## src/pfe_pkg.sv

```systemverilog
// ----------------------------------------------------------------------------
// pfe_pkg
// Types and character codes shared by the postfix evaluator modules.
// ----------------------------------------------------------------------------
package pfe_pkg;

   typedef struct packed {
      logic [7:0] character;
      logic       is_end;
   } req_type;

   typedef struct packed {
      logic signed [31:0] value;
      logic               underflow;
      logic               divide_by_zero;
      logic               stack_overflow;
   } rsp_type;

   typedef struct packed {
      logic push;
      logic pop;
   } stk_ctrl_type;

   typedef enum logic {
      ALU_MUL,
      ALU_DIV
   } alu_op_type;

   typedef struct packed {
      logic       start;
      alu_op_type op;
   } alu_ctrl_type;

   localparam logic [7:0] CH_ZERO  = 8'h30;
   localparam logic [7:0] CH_NINE  = 8'h39;
   localparam logic [7:0] CH_SPACE = 8'h20;
   localparam logic [7:0] CH_PLUS  = 8'h2b;
   localparam logic [7:0] CH_MINUS = 8'h2d;
   localparam logic [7:0] CH_TIMES = 8'h2a;
   localparam logic [7:0] CH_SLASH = 8'h2f;

endpackage

```

## src/pfe_cell.sv

```systemverilog
// ----------------------------------------------------------------------------
// pfe_cell
// One operand stack entry. Takes the entry above on a push and the entry
// below on a pop.
// ----------------------------------------------------------------------------
module pfe_cell #(
   parameter int WORD_BITS = 32
) (
   input  logic                   clock,
   input  pfe_pkg::stk_ctrl_type  ctrl,
   input  logic [WORD_BITS-1:0]   above_data,
   input  logic [WORD_BITS-1:0]   below_data,
   output logic [WORD_BITS-1:0]   data
);
   import pfe_pkg::*;

   logic [WORD_BITS-1:0] data_ff;

   always_ff @(posedge clock) begin
      if (ctrl.push) begin
         data_ff <= above_data;
      end else if (ctrl.pop) begin
         data_ff <= below_data;
      end
   end

   assign data = data_ff;

endmodule

```

## src/pfe_alu.sv

```systemverilog
// ----------------------------------------------------------------------------
// pfe_alu
// Bit-serial multiplier (shift and add) and restoring divider, one bit per
// cycle. Division truncates toward zero; the divisor is nonzero.
// ----------------------------------------------------------------------------
module pfe_alu #(
   parameter int WORD_BITS = 32
) (
   input  logic                   clock,
   input  logic                   reset,
   input  pfe_pkg::alu_ctrl_type  ctrl,
   input  logic [WORD_BITS-1:0]   a,
   input  logic [WORD_BITS-1:0]   b,
   output logic                   done,
   output logic [WORD_BITS-1:0]   result
);
   import pfe_pkg::*;

   localparam int CNT_W = $clog2(WORD_BITS);

   typedef enum logic [1:0] {
      A_IDLE,
      A_RUN,
      A_DONE
   } alu_state_type;

   alu_state_type        state_ff;
   alu_op_type           op_ff;
   logic                 neg_ff;
   logic [CNT_W-1:0]     cnt_ff;
   logic [WORD_BITS-1:0] x_ff;
   logic [WORD_BITS-1:0] y_ff;
   logic [WORD_BITS-1:0] z_ff;
   logic [WORD_BITS-1:0] d_ff;

   logic [WORD_BITS-1:0] mag_a;
   logic [WORD_BITS-1:0] mag_b;
   logic [WORD_BITS-1:0] rem_sh;
   logic                 fits;

   assign mag_a  = a[WORD_BITS-1] ? (~a + 1'b1) : a;
   assign mag_b  = b[WORD_BITS-1] ? (~b + 1'b1) : b;
   assign rem_sh = {x_ff[WORD_BITS-2:0], y_ff[WORD_BITS-1]};
   assign fits   = (rem_sh >= d_ff);

   always_ff @(posedge clock) begin
      if (reset) begin
         state_ff <= A_IDLE;
      end else begin
         unique case (state_ff)
            A_IDLE: begin
               if (ctrl.start) begin
                  op_ff    <= ctrl.op;
                  cnt_ff   <= CNT_W'(WORD_BITS - 1);
                  neg_ff   <= a[WORD_BITS-1] ^ b[WORD_BITS-1];
                  z_ff     <= '0;
                  d_ff     <= mag_b;
                  state_ff <= A_RUN;
                  if (ctrl.op == ALU_MUL) begin
                     x_ff <= a;
                     y_ff <= b;
                  end else begin
                     x_ff <= '0;
                     y_ff <= mag_a;
                  end
               end
            end
            A_RUN: begin
               if (op_ff == ALU_MUL) begin
                  if (y_ff[0]) begin
                     z_ff <= z_ff + x_ff;
                  end
                  x_ff <= {x_ff[WORD_BITS-2:0], 1'b0};
                  y_ff <= {1'b0, y_ff[WORD_BITS-1:1]};
               end else begin
                  x_ff <= fits ? (rem_sh - d_ff) : rem_sh;
                  y_ff <= {y_ff[WORD_BITS-2:0], 1'b0};
                  z_ff <= {z_ff[WORD_BITS-2:0], fits};
               end
               cnt_ff <= cnt_ff - 1'b1;
               if (cnt_ff == '0) begin
                  state_ff <= A_DONE;
               end
            end
            A_DONE: begin
               state_ff <= A_IDLE;
            end
            default: begin
               state_ff <= A_IDLE;
            end
         endcase
      end
   end

   assign done   = (state_ff == A_DONE);
   assign result = (op_ff == ALU_DIV && neg_ff) ? (~z_ff + 1'b1) : z_ff;

endmodule

```

## src/postfix_expression_evaluator.sv

```systemverilog
// ----------------------------------------------------------------------------
// postfix_expression_evaluator
// Evaluates a postfix expression streamed in one character per request.
// ----------------------------------------------------------------------------
// One character is taken per request. A digit is accumulated into the
// pending number. Any other character goes on to a flush state that pushes
// a pending number. An operator then pops two operands and executes, and
// plus, minus, times or divide push the result; times and a divide by a
// nonzero value first wait for the bit-serial multiply/divide unit. The
// request marked as the end then pushes a pending number, pops the result
// and loads the response register, waiting while the previous response is
// still held, and then clears the stack count, the pending number and the
// error flags. The operand stack is a row of STACK_DEPTH cells that
// shift down on a push and up on a pop, so only the top cell is ever read.
// A response register holds the result while the next expression is taken
// in.
// ----------------------------------------------------------------------------
module postfix_expression_evaluator #(
   parameter int STACK_DEPTH = 32,
   parameter int WORD_BITS   = 32
) (
   input  logic              clock,
   input  logic              reset,
   input  logic              req_valid,
   output logic              req_stall,
   input  pfe_pkg::req_type  req_data,
   output logic              rsp_valid,
   input  logic              rsp_stall,
   output pfe_pkg::rsp_type  rsp_data
);
   import pfe_pkg::*;

   localparam int              CNT_W = $clog2(STACK_DEPTH + 1);
   localparam logic [CNT_W-1:0] FULL  = CNT_W'(STACK_DEPTH);

   typedef enum logic [3:0] {
      S_IDLE,
      S_FLUSH,
      S_POP_B,
      S_POP_A,
      S_EXEC,
      S_ALU,
      S_PUSH,
      S_FIN_FLUSH,
      S_FIN_POP,
      S_EMIT
   } state_type;

   state_type            state_ff,   state_in;
   logic [CNT_W-1:0]     cnt_ff,     cnt_in;
   logic [WORD_BITS-1:0] acc_ff,     acc_in;
   logic                 pend_ff,    pend_in;
   logic                 under_ff,   under_in;
   logic                 div0_ff,    div0_in;
   logic                 over_ff,    over_in;
   logic [7:0]           ch_ff,      ch_in;
   logic                 end_ff,     end_in;
   logic [WORD_BITS-1:0] a_ff,       a_in;
   logic [WORD_BITS-1:0] b_ff,       b_in;
   logic [WORD_BITS-1:0] res_ff,     res_in;
   rsp_type              rsp_ff,     rsp_in;
   logic                 rsp_valid_ff, rsp_valid_in;

   stk_ctrl_type         stk_ctrl;
   alu_ctrl_type         alu_ctrl;
   logic                 alu_done;
   logic [WORD_BITS-1:0] alu_res;
   logic                 push_req;
   logic [WORD_BITS-1:0] push_val;
   logic                 pop_req;
   logic [WORD_BITS-1:0] pop_val;
   logic                 empty;
   logic                 is_digit;
   logic [3:0]           dig;
   logic [WORD_BITS-1:0] acc_next;
   state_type            after_char;

   logic [WORD_BITS-1:0] cell_data [STACK_DEPTH];

   for (genvar i = 0; i < STACK_DEPTH; i++) begin : g_cell
      logic [WORD_BITS-1:0] above;
      logic [WORD_BITS-1:0] below;
      if (i == 0) begin : g_top
         assign above = push_val;
      end else begin : g_mid
         assign above = cell_data[i-1];
      end
      if (i == STACK_DEPTH - 1) begin : g_last
         assign below = '0;
      end else begin : g_rest
         assign below = cell_data[i+1];
      end
      pfe_cell #(
         .WORD_BITS (WORD_BITS)
      ) u_cell (
         .clock      (clock),
         .ctrl       (stk_ctrl),
         .above_data (above),
         .below_data (below),
         .data       (cell_data[i])
      );
   end

   pfe_alu #(
      .WORD_BITS (WORD_BITS)
   ) u_alu (
      .clock  (clock),
      .reset  (reset),
      .ctrl   (alu_ctrl),
      .a      (a_ff),
      .b      (b_ff),
      .done   (alu_done),
      .result (alu_res)
   );

   assign empty      = (cnt_ff == '0);
   assign pop_val    = empty ? '0 : cell_data[0];
   assign is_digit   = (req_data.character >= CH_ZERO) && (req_data.character <= CH_NINE);
   assign dig        = 4'(req_data.character - CH_ZERO);
   assign acc_next   = {acc_ff[WORD_BITS-4:0], 3'b000} + {acc_ff[WORD_BITS-2:0], 1'b0}
                       + {{(WORD_BITS-4){1'b0}}, dig};
   assign after_char = end_ff ? S_FIN_FLUSH : S_IDLE;

   always_comb begin
      state_in     = state_ff;
      cnt_in       = cnt_ff;
      acc_in       = acc_ff;
      pend_in      = pend_ff;
      under_in     = under_ff;
      div0_in      = div0_ff;
      over_in      = over_ff;
      ch_in        = ch_ff;
      end_in       = end_ff;
      a_in         = a_ff;
      b_in         = b_ff;
      res_in       = res_ff;
      rsp_in       = rsp_ff;
      rsp_valid_in = rsp_valid_ff && rsp_stall;
      stk_ctrl     = '0;
      alu_ctrl     = '{start: 1'b0, op: ALU_MUL};
      push_req     = 1'b0;
      push_val     = res_ff;
      pop_req      = 1'b0;

      unique case (state_ff)
         S_IDLE: begin
            if (req_valid) begin
               ch_in  = req_data.character;
               end_in = req_data.is_end;
               if (is_digit) begin
                  acc_in   = acc_next;
                  pend_in  = 1'b1;
                  state_in = req_data.is_end ? S_FIN_FLUSH : S_IDLE;
               end else begin
                  state_in = S_FLUSH;
               end
            end
         end
         S_FLUSH: begin
            if (pend_ff) begin
               push_req = 1'b1;
               push_val = acc_ff;
               acc_in   = '0;
               pend_in  = 1'b0;
            end
            state_in = (ch_ff == CH_SPACE) ? after_char : S_POP_B;
         end
         S_POP_B: begin
            pop_req  = 1'b1;
            b_in     = pop_val;
            state_in = S_POP_A;
         end
         S_POP_A: begin
            pop_req  = 1'b1;
            a_in     = pop_val;
            state_in = S_EXEC;
         end
         S_EXEC: begin
            unique case (ch_ff)
               CH_PLUS: begin
                  res_in   = a_ff + b_ff;
                  state_in = S_PUSH;
               end
               CH_MINUS: begin
                  res_in   = a_ff - b_ff;
                  state_in = S_PUSH;
               end
               CH_TIMES: begin
                  alu_ctrl = '{start: 1'b1, op: ALU_MUL};
                  state_in = S_ALU;
               end
               CH_SLASH: begin
                  if (b_ff == '0) begin
                     res_in   = '0;
                     div0_in  = 1'b1;
                     state_in = S_PUSH;
                  end else begin
                     alu_ctrl = '{start: 1'b1, op: ALU_DIV};
                     state_in = S_ALU;
                  end
               end
               default: begin
                  state_in = after_char;
               end
            endcase
         end
         S_ALU: begin
            if (alu_done) begin
               res_in   = alu_res;
               state_in = S_PUSH;
            end
         end
         S_PUSH: begin
            push_req = 1'b1;
            state_in = after_char;
         end
         S_FIN_FLUSH: begin
            if (pend_ff) begin
               push_req = 1'b1;
               push_val = acc_ff;
               acc_in   = '0;
               pend_in  = 1'b0;
            end
            state_in = S_FIN_POP;
         end
         S_FIN_POP: begin
            pop_req  = 1'b1;
            res_in   = pop_val;
            state_in = S_EMIT;
         end
         S_EMIT: begin
            if (!rsp_valid_ff || !rsp_stall) begin
               rsp_in.value          = 32'($signed(res_ff));
               rsp_in.underflow      = under_ff;
               rsp_in.divide_by_zero = div0_ff;
               rsp_in.stack_overflow = over_ff;
               rsp_valid_in          = 1'b1;
               cnt_in                = '0;
               acc_in                = '0;
               pend_in               = 1'b0;
               under_in              = 1'b0;
               div0_in               = 1'b0;
               over_in               = 1'b0;
               state_in              = S_IDLE;
            end
         end
         default: begin
            state_in = S_IDLE;
         end
      endcase

      if (push_req) begin
         if (cnt_ff == FULL) begin
            over_in = 1'b1;
         end else begin
            stk_ctrl.push = 1'b1;
            cnt_in        = cnt_ff + 1'b1;
         end
      end
      if (pop_req) begin
         if (empty) begin
            under_in = 1'b1;
         end else begin
            stk_ctrl.pop = 1'b1;
            cnt_in       = cnt_ff - 1'b1;
         end
      end
   end

   always_ff @(posedge clock) begin
      if (reset) begin
         state_ff     <= S_IDLE;
         cnt_ff       <= '0;
         acc_ff       <= '0;
         pend_ff      <= 1'b0;
         under_ff     <= 1'b0;
         div0_ff      <= 1'b0;
         over_ff      <= 1'b0;
         rsp_valid_ff <= 1'b0;
      end else begin
         state_ff     <= state_in;
         cnt_ff       <= cnt_in;
         acc_ff       <= acc_in;
         pend_ff      <= pend_in;
         under_ff     <= under_in;
         div0_ff      <= div0_in;
         over_ff      <= over_in;
         rsp_valid_ff <= rsp_valid_in;
      end
      ch_ff  <= ch_in;
      end_ff <= end_in;
      a_ff   <= a_in;
      b_ff   <= b_in;
      res_ff <= res_in;
      rsp_ff <= rsp_in;
   end

   assign req_stall = (state_ff != S_IDLE);
   assign rsp_valid = rsp_valid_ff;
   assign rsp_data  = rsp_ff;

endmodule
```

## config.mk

```make
export PLATFORM = sky130hd
export DESIGN_NAME = postfix_expression_evaluator
export DESIGN_NICKNAME = d
export VERILOG_FILES = /design/src/pfe_pkg.sv /design/src/pfe_cell.sv /design/src/pfe_alu.sv /design/src/postfix_expression_evaluator.sv
export SDC_FILE = /design/constraint.sdc
export NUM_CORES = 2
export LEC_CHECK = 0
export BUFFER_PORTS_ARGS = -buffer_cell sky130_fd_sc_hd__buf_2
export CAP_MARGIN = 20
export CORE_ASPECT_RATIO = 0.8
export CORE_MARGIN = 2
export CORE_UTILIZATION = 66
export CTS_BUF_LIST = sky130_fd_sc_hd__clkbuf_4
export CTS_CLUSTER_DIAMETER = 120
export CTS_CLUSTER_SIZE = 40
export DETAILED_ROUTE_END_ITERATION = 7
export GPL_TIMING_DRIVEN = 0
export MAX_ROUTING_LAYER = met4
export PLACE_DENSITY_LB_ADDON = 0.05
export SYNTH_ARGS = -nofsm -noshare
export SYNTH_HDL_FRONTEND = slang
export SYNTH_SLANG_ARGS = --single-unit
```

## constraint.sdc

```tcl
create_clock -name clock -period 25.3 [get_ports clock]
set_clock_uncertainty 0.2 [all_clocks]
set_input_delay 3.795 -clock clock [delete_from_list [all_inputs] [get_ports clock]]
set_output_delay 3.795 -clock clock [all_outputs]
set_load 0.02 [all_outputs]
```

==> impl_metrics.json <==
{
  "yosysUniqueCellTypes": 78,
  "areaGrowthSynthToFinish_pct": 4.36,
  "antenna_found_initial": 5,
  "dr.first_iter.drc_count": 6131,
  "busiest_layer": "met1",
  "final_cell_mix": "3090 x nand2_1, 1299 x edfxtp_1, 323 x clkbuf_1",
  "instances_no_fill": 8071,
  "synth_ff_type": "edfxtp_1",
  "yosys_warnings": 0,
  "insertion_delay_ns": 1.10,
  "ioPinCount": 50,
  "rsz0062_at_grt": "false",
  "vdd_drop_max_mv": 0.0519,
  "die-area_sq_mm": 0.102,
  "dieWidth_microns": 357,
  "min_period_ns": 8.00,
  "synth_seq_cells": 1348,
  "routed_wirelength_mm": 167,
  "design.core.area_sq_mm": 0.0986,
  "synthAdderAreaFrac": 0.0317,
  "holdWs_ns": 0.289,
  "drive_gt1_frac": 0.0277,
  "grt_max_degree": 142,
  "worstMarginPinSlew_ns": 1.24,
  "worst-path-max-fanout": 141,
  "synth-edff-count": 1299,
  "min_period_over_period": 0.316,
  "final_common_cell": "nand2_1",
  "clock.fmax_mhz": 125,
  "required_ns": 25.89,
  "vias": 48500,
  "h-tree-depth": 2,
  "p_per_area_mw_per_mm2": 50.5,
  "use_met3": 0.0493,
  "start_util": 0.665,
  "rows": 103,
  "hp-class": "reg -> reg",
  "dp_slack_ns": 17.28,
  "synth_top_family_by_area": "simple AND/OR/NAND/NOR gates",
  "cpPeakStageDelay_ns": 0.92,
  "gp_congestion": 0.997,
  "avgSynthCellArea_sq_um": 9.92,
  "syn_area_sq_mm": 0.0656,
  "path_cells": "clkbuf_1 -> nor2b_1 -> nand2_1 -> a21oi_1 -> and2_0 -> clkbuf_1 -> clkbuf_1 -> nor2_1 -> inv_8 -> buf_16 -> buf_16 -> buf_16 -> buf_16 -> buf_16",
  "finalHoldViolCount": 0,
  "grt_pass1_vias": 46100,
  "cts_tree": "built",
  "synth_nets": 6789,
  "crit_path_top_delay_cell": "clkbuf_1",
  "multi_input_area_sq_mm": 0.0240,
  "synth_xor_area_frac": 0.0280,
  "slew_violations": 0,
  "setup_violations": 0,
  "fp.dieH_microns": 286,
  "port_buffers": 48,
  "drcViolationCount": 1,
  "critPathKind": "reg -> reg",
  "place_inst": 7989,
  "ant_nets": 0,
  "use_met1": 0.515,
  "outcome": "finished with violations",
  "grt_pass1_wl_mm": 259,
  "drtPass1Iterations": 8,
  "post-dp-hpwl_mm": 128,
  "synth-compound-area-share": 0.0704,
  "nets": 6895,
  "violations": "design-rule violations",
  "vias_per_cell": 6.01,
  "hold_buffers": 0,
  "worst_slack_ns": 17.30,
  "cts_resized": 0,
  "synth.yosys.seq_area_share": 0.610,
  "rr_worst_depth": 14,
  "p_leak_nw": 27.6,
  "startpoint_type": "register",
  "syn_inst": 6613,
  "cap_viol_max_count": 0,
  "grt_use_met2": 0.482,
  "endpoint_kind": "register",
  "yosys-mux-area-fraction": 0.0119,
  "clock_sinks": 1348,
  "postCtsSetupBuffers": 0,
  "cts_buffers": 40,
  "cts-root-buf": "clkbuf_4",
  "relSlewSlack": 0.170,
  "critPathMostFrequentCell": "buf_16",
  "grt_use_total": 0.337,
  "fillers": 7838,
  "final_core_util": 0.694,
  "grt_overflow_total": 0,
  "synthArstFlopShare": 0,
  "path_clk_slew_ns": 0.37,
  "arrival_ns": 8.59,
  "max-clock-path-buffers": 3,
  "finalSetupTns_ns": 0,
  "synthSimpleGateAreaFrac": 0.224,
  "regArea_sq_mm": 0.0400,
  "wl_per_cell_microns": 20.7,
  "min_path_cells": 0
}
flip-flops by register name (all words and copies together) (netlist names), 2 cells and up:
signal / flops
u_alu.state_ff: 2
a_ff: 32
ch_ff: 8
u_alu.y_ff: 32
rsp_data: 35
cnt_ff: 6
u_alu.x_ff: 32
u_alu.d_ff: 32
b_ff: 32
g_cell.u_cell.data: 1024
res_ff: 32
u_alu.cnt_ff: 5
u_alu.z_ff: 32
acc_ff: 32
state_ff: 4
where the power goes:
group | total (mW) | switching (mW) | leakage [nW] | internal, mW
clock network | 0.774 | 0.632 | 0.357 | 0.142
logic | 0.198 | 0.130 | 15.1 | 0.0687
registers | 2.48 | 0.0218 | 12.1 | 2.46
cell usage after synthesis, drive strengths merged, types with 10 or more instances:
master | number | share of area
or2 | 16 | 0.0015
mux2i | 78 | 0.012
nor4 | 17 | 0.0016
o21ai | 194 | 0.015
nand3 | 44 | 0.0034
dfxtp | 49 | 0.015
o31ai | 30 | 0.0034
and3 | 49 | 0.0047
nand4 | 27 | 0.0026
nor2b | 57 | 0.0054
nand2b | 31 | 0.0030
a21o | 52 | 0.0060
a22oi | 42 | 0.0048
buf | 18 | 0.0012
nor2 | 191 | 0.011
edfxtp | 1299 | 0.59
xnor2 | 97 | 0.013
a31oi | 18 | 0.0017
a21oi | 188 | 0.014
nand2 | 3091 | 0.18
a2111oi | 10 | 0.0014
nor3 | 57 | 0.0043
o31a | 13 | 0.0017
o21a | 31 | 0.0035
a211oi | 37 | 0.0043
or4 | 15 | 0.0017
or3 | 27 | 0.0026
xor2 | 113 | 0.015
inv | 87 | 0.0050
clkbuf | 323 | 0.018
ha | 158 | 0.030
and2 | 15 | 0.0014
stage by stage:
stage                     power (mW)  cell area [sq um]
after floorplan                 2.68              65600
after global placement          2.75              67500
after detailed placement        2.72              67800
after CTS                       3.46              68400
after global routing            3.55              68500
final                           3.46              68500
area by class of cell:
| class | instances | share of cell area |
|---|---|---|
| repair buffers | 64 | 0.00780 |
| plain buffers | 341 | 0.0189 |
| well taps | 1312 | 0.0240 |
| clock inverters | 7 | 0.00170 |
| clock buffers | 66 | 0.00724 |
| flip-flops and latches | 1348 | 0.584 |
| multi-input cells | 4837 | 0.351 |
| inverters | 87 | 0.00492 |
| diodes | 9 | 0.000329 |
worst max-delay path: cells and delay by family, from the launching register on:
kind | cells | cell delay, ns
flops | 1 | 0.44
buf+inv | 9 | 4.91
simple gates | 4 | 0.96
compound gates | 1 | 0.85
logic make-up after synthesis:
| kind of cell | after synthesis |
|---|---|
| AND/OR/NAND/NOR | 3665 |
| flip-flops | 1348 |
| AO/OA/AOI/OAI | 721 |
| buffers and inverters | 428 |
| XOR/XNOR | 210 |
| adder cells (fa/ha/maj) | 163 |
| multiplexers | 78 |
layer usage:
| metal | vias to the layer above | wire length (microns) |
|---|---|---|
| li1 | 22800 | - |
| met1 | 23700 | 75300 |
| met2 | 1912 | 72800 |
| met3 | 201 | 14600 |
| met4 | 0 | 3980 |
| met5 | - | 0 |
path summary, 6_finish.rpt:
kind | start | to | slack [ns]
setup reg to reg | state_ff[1]$_SDFFE_PP0P_ | g_cell[7].u_cell.data[23]$_DFFE_PP_ | 17.30
hold reg to reg | over_ff$_SDFF_PP0_ | rsp_data[0]$_DFFE_PP_ | 0.29
setup / recovery | state_ff[1]$_SDFFE_PP0P_ | g_cell[7].u_cell.data[23]$_DFFE_PP_ | 17.30
hold / removal | over_ff$_SDFF_PP0_ | rsp_data[0]$_DFFE_PP_ | 0.29
Note: power is estimated with default switching activity, not from simulation.
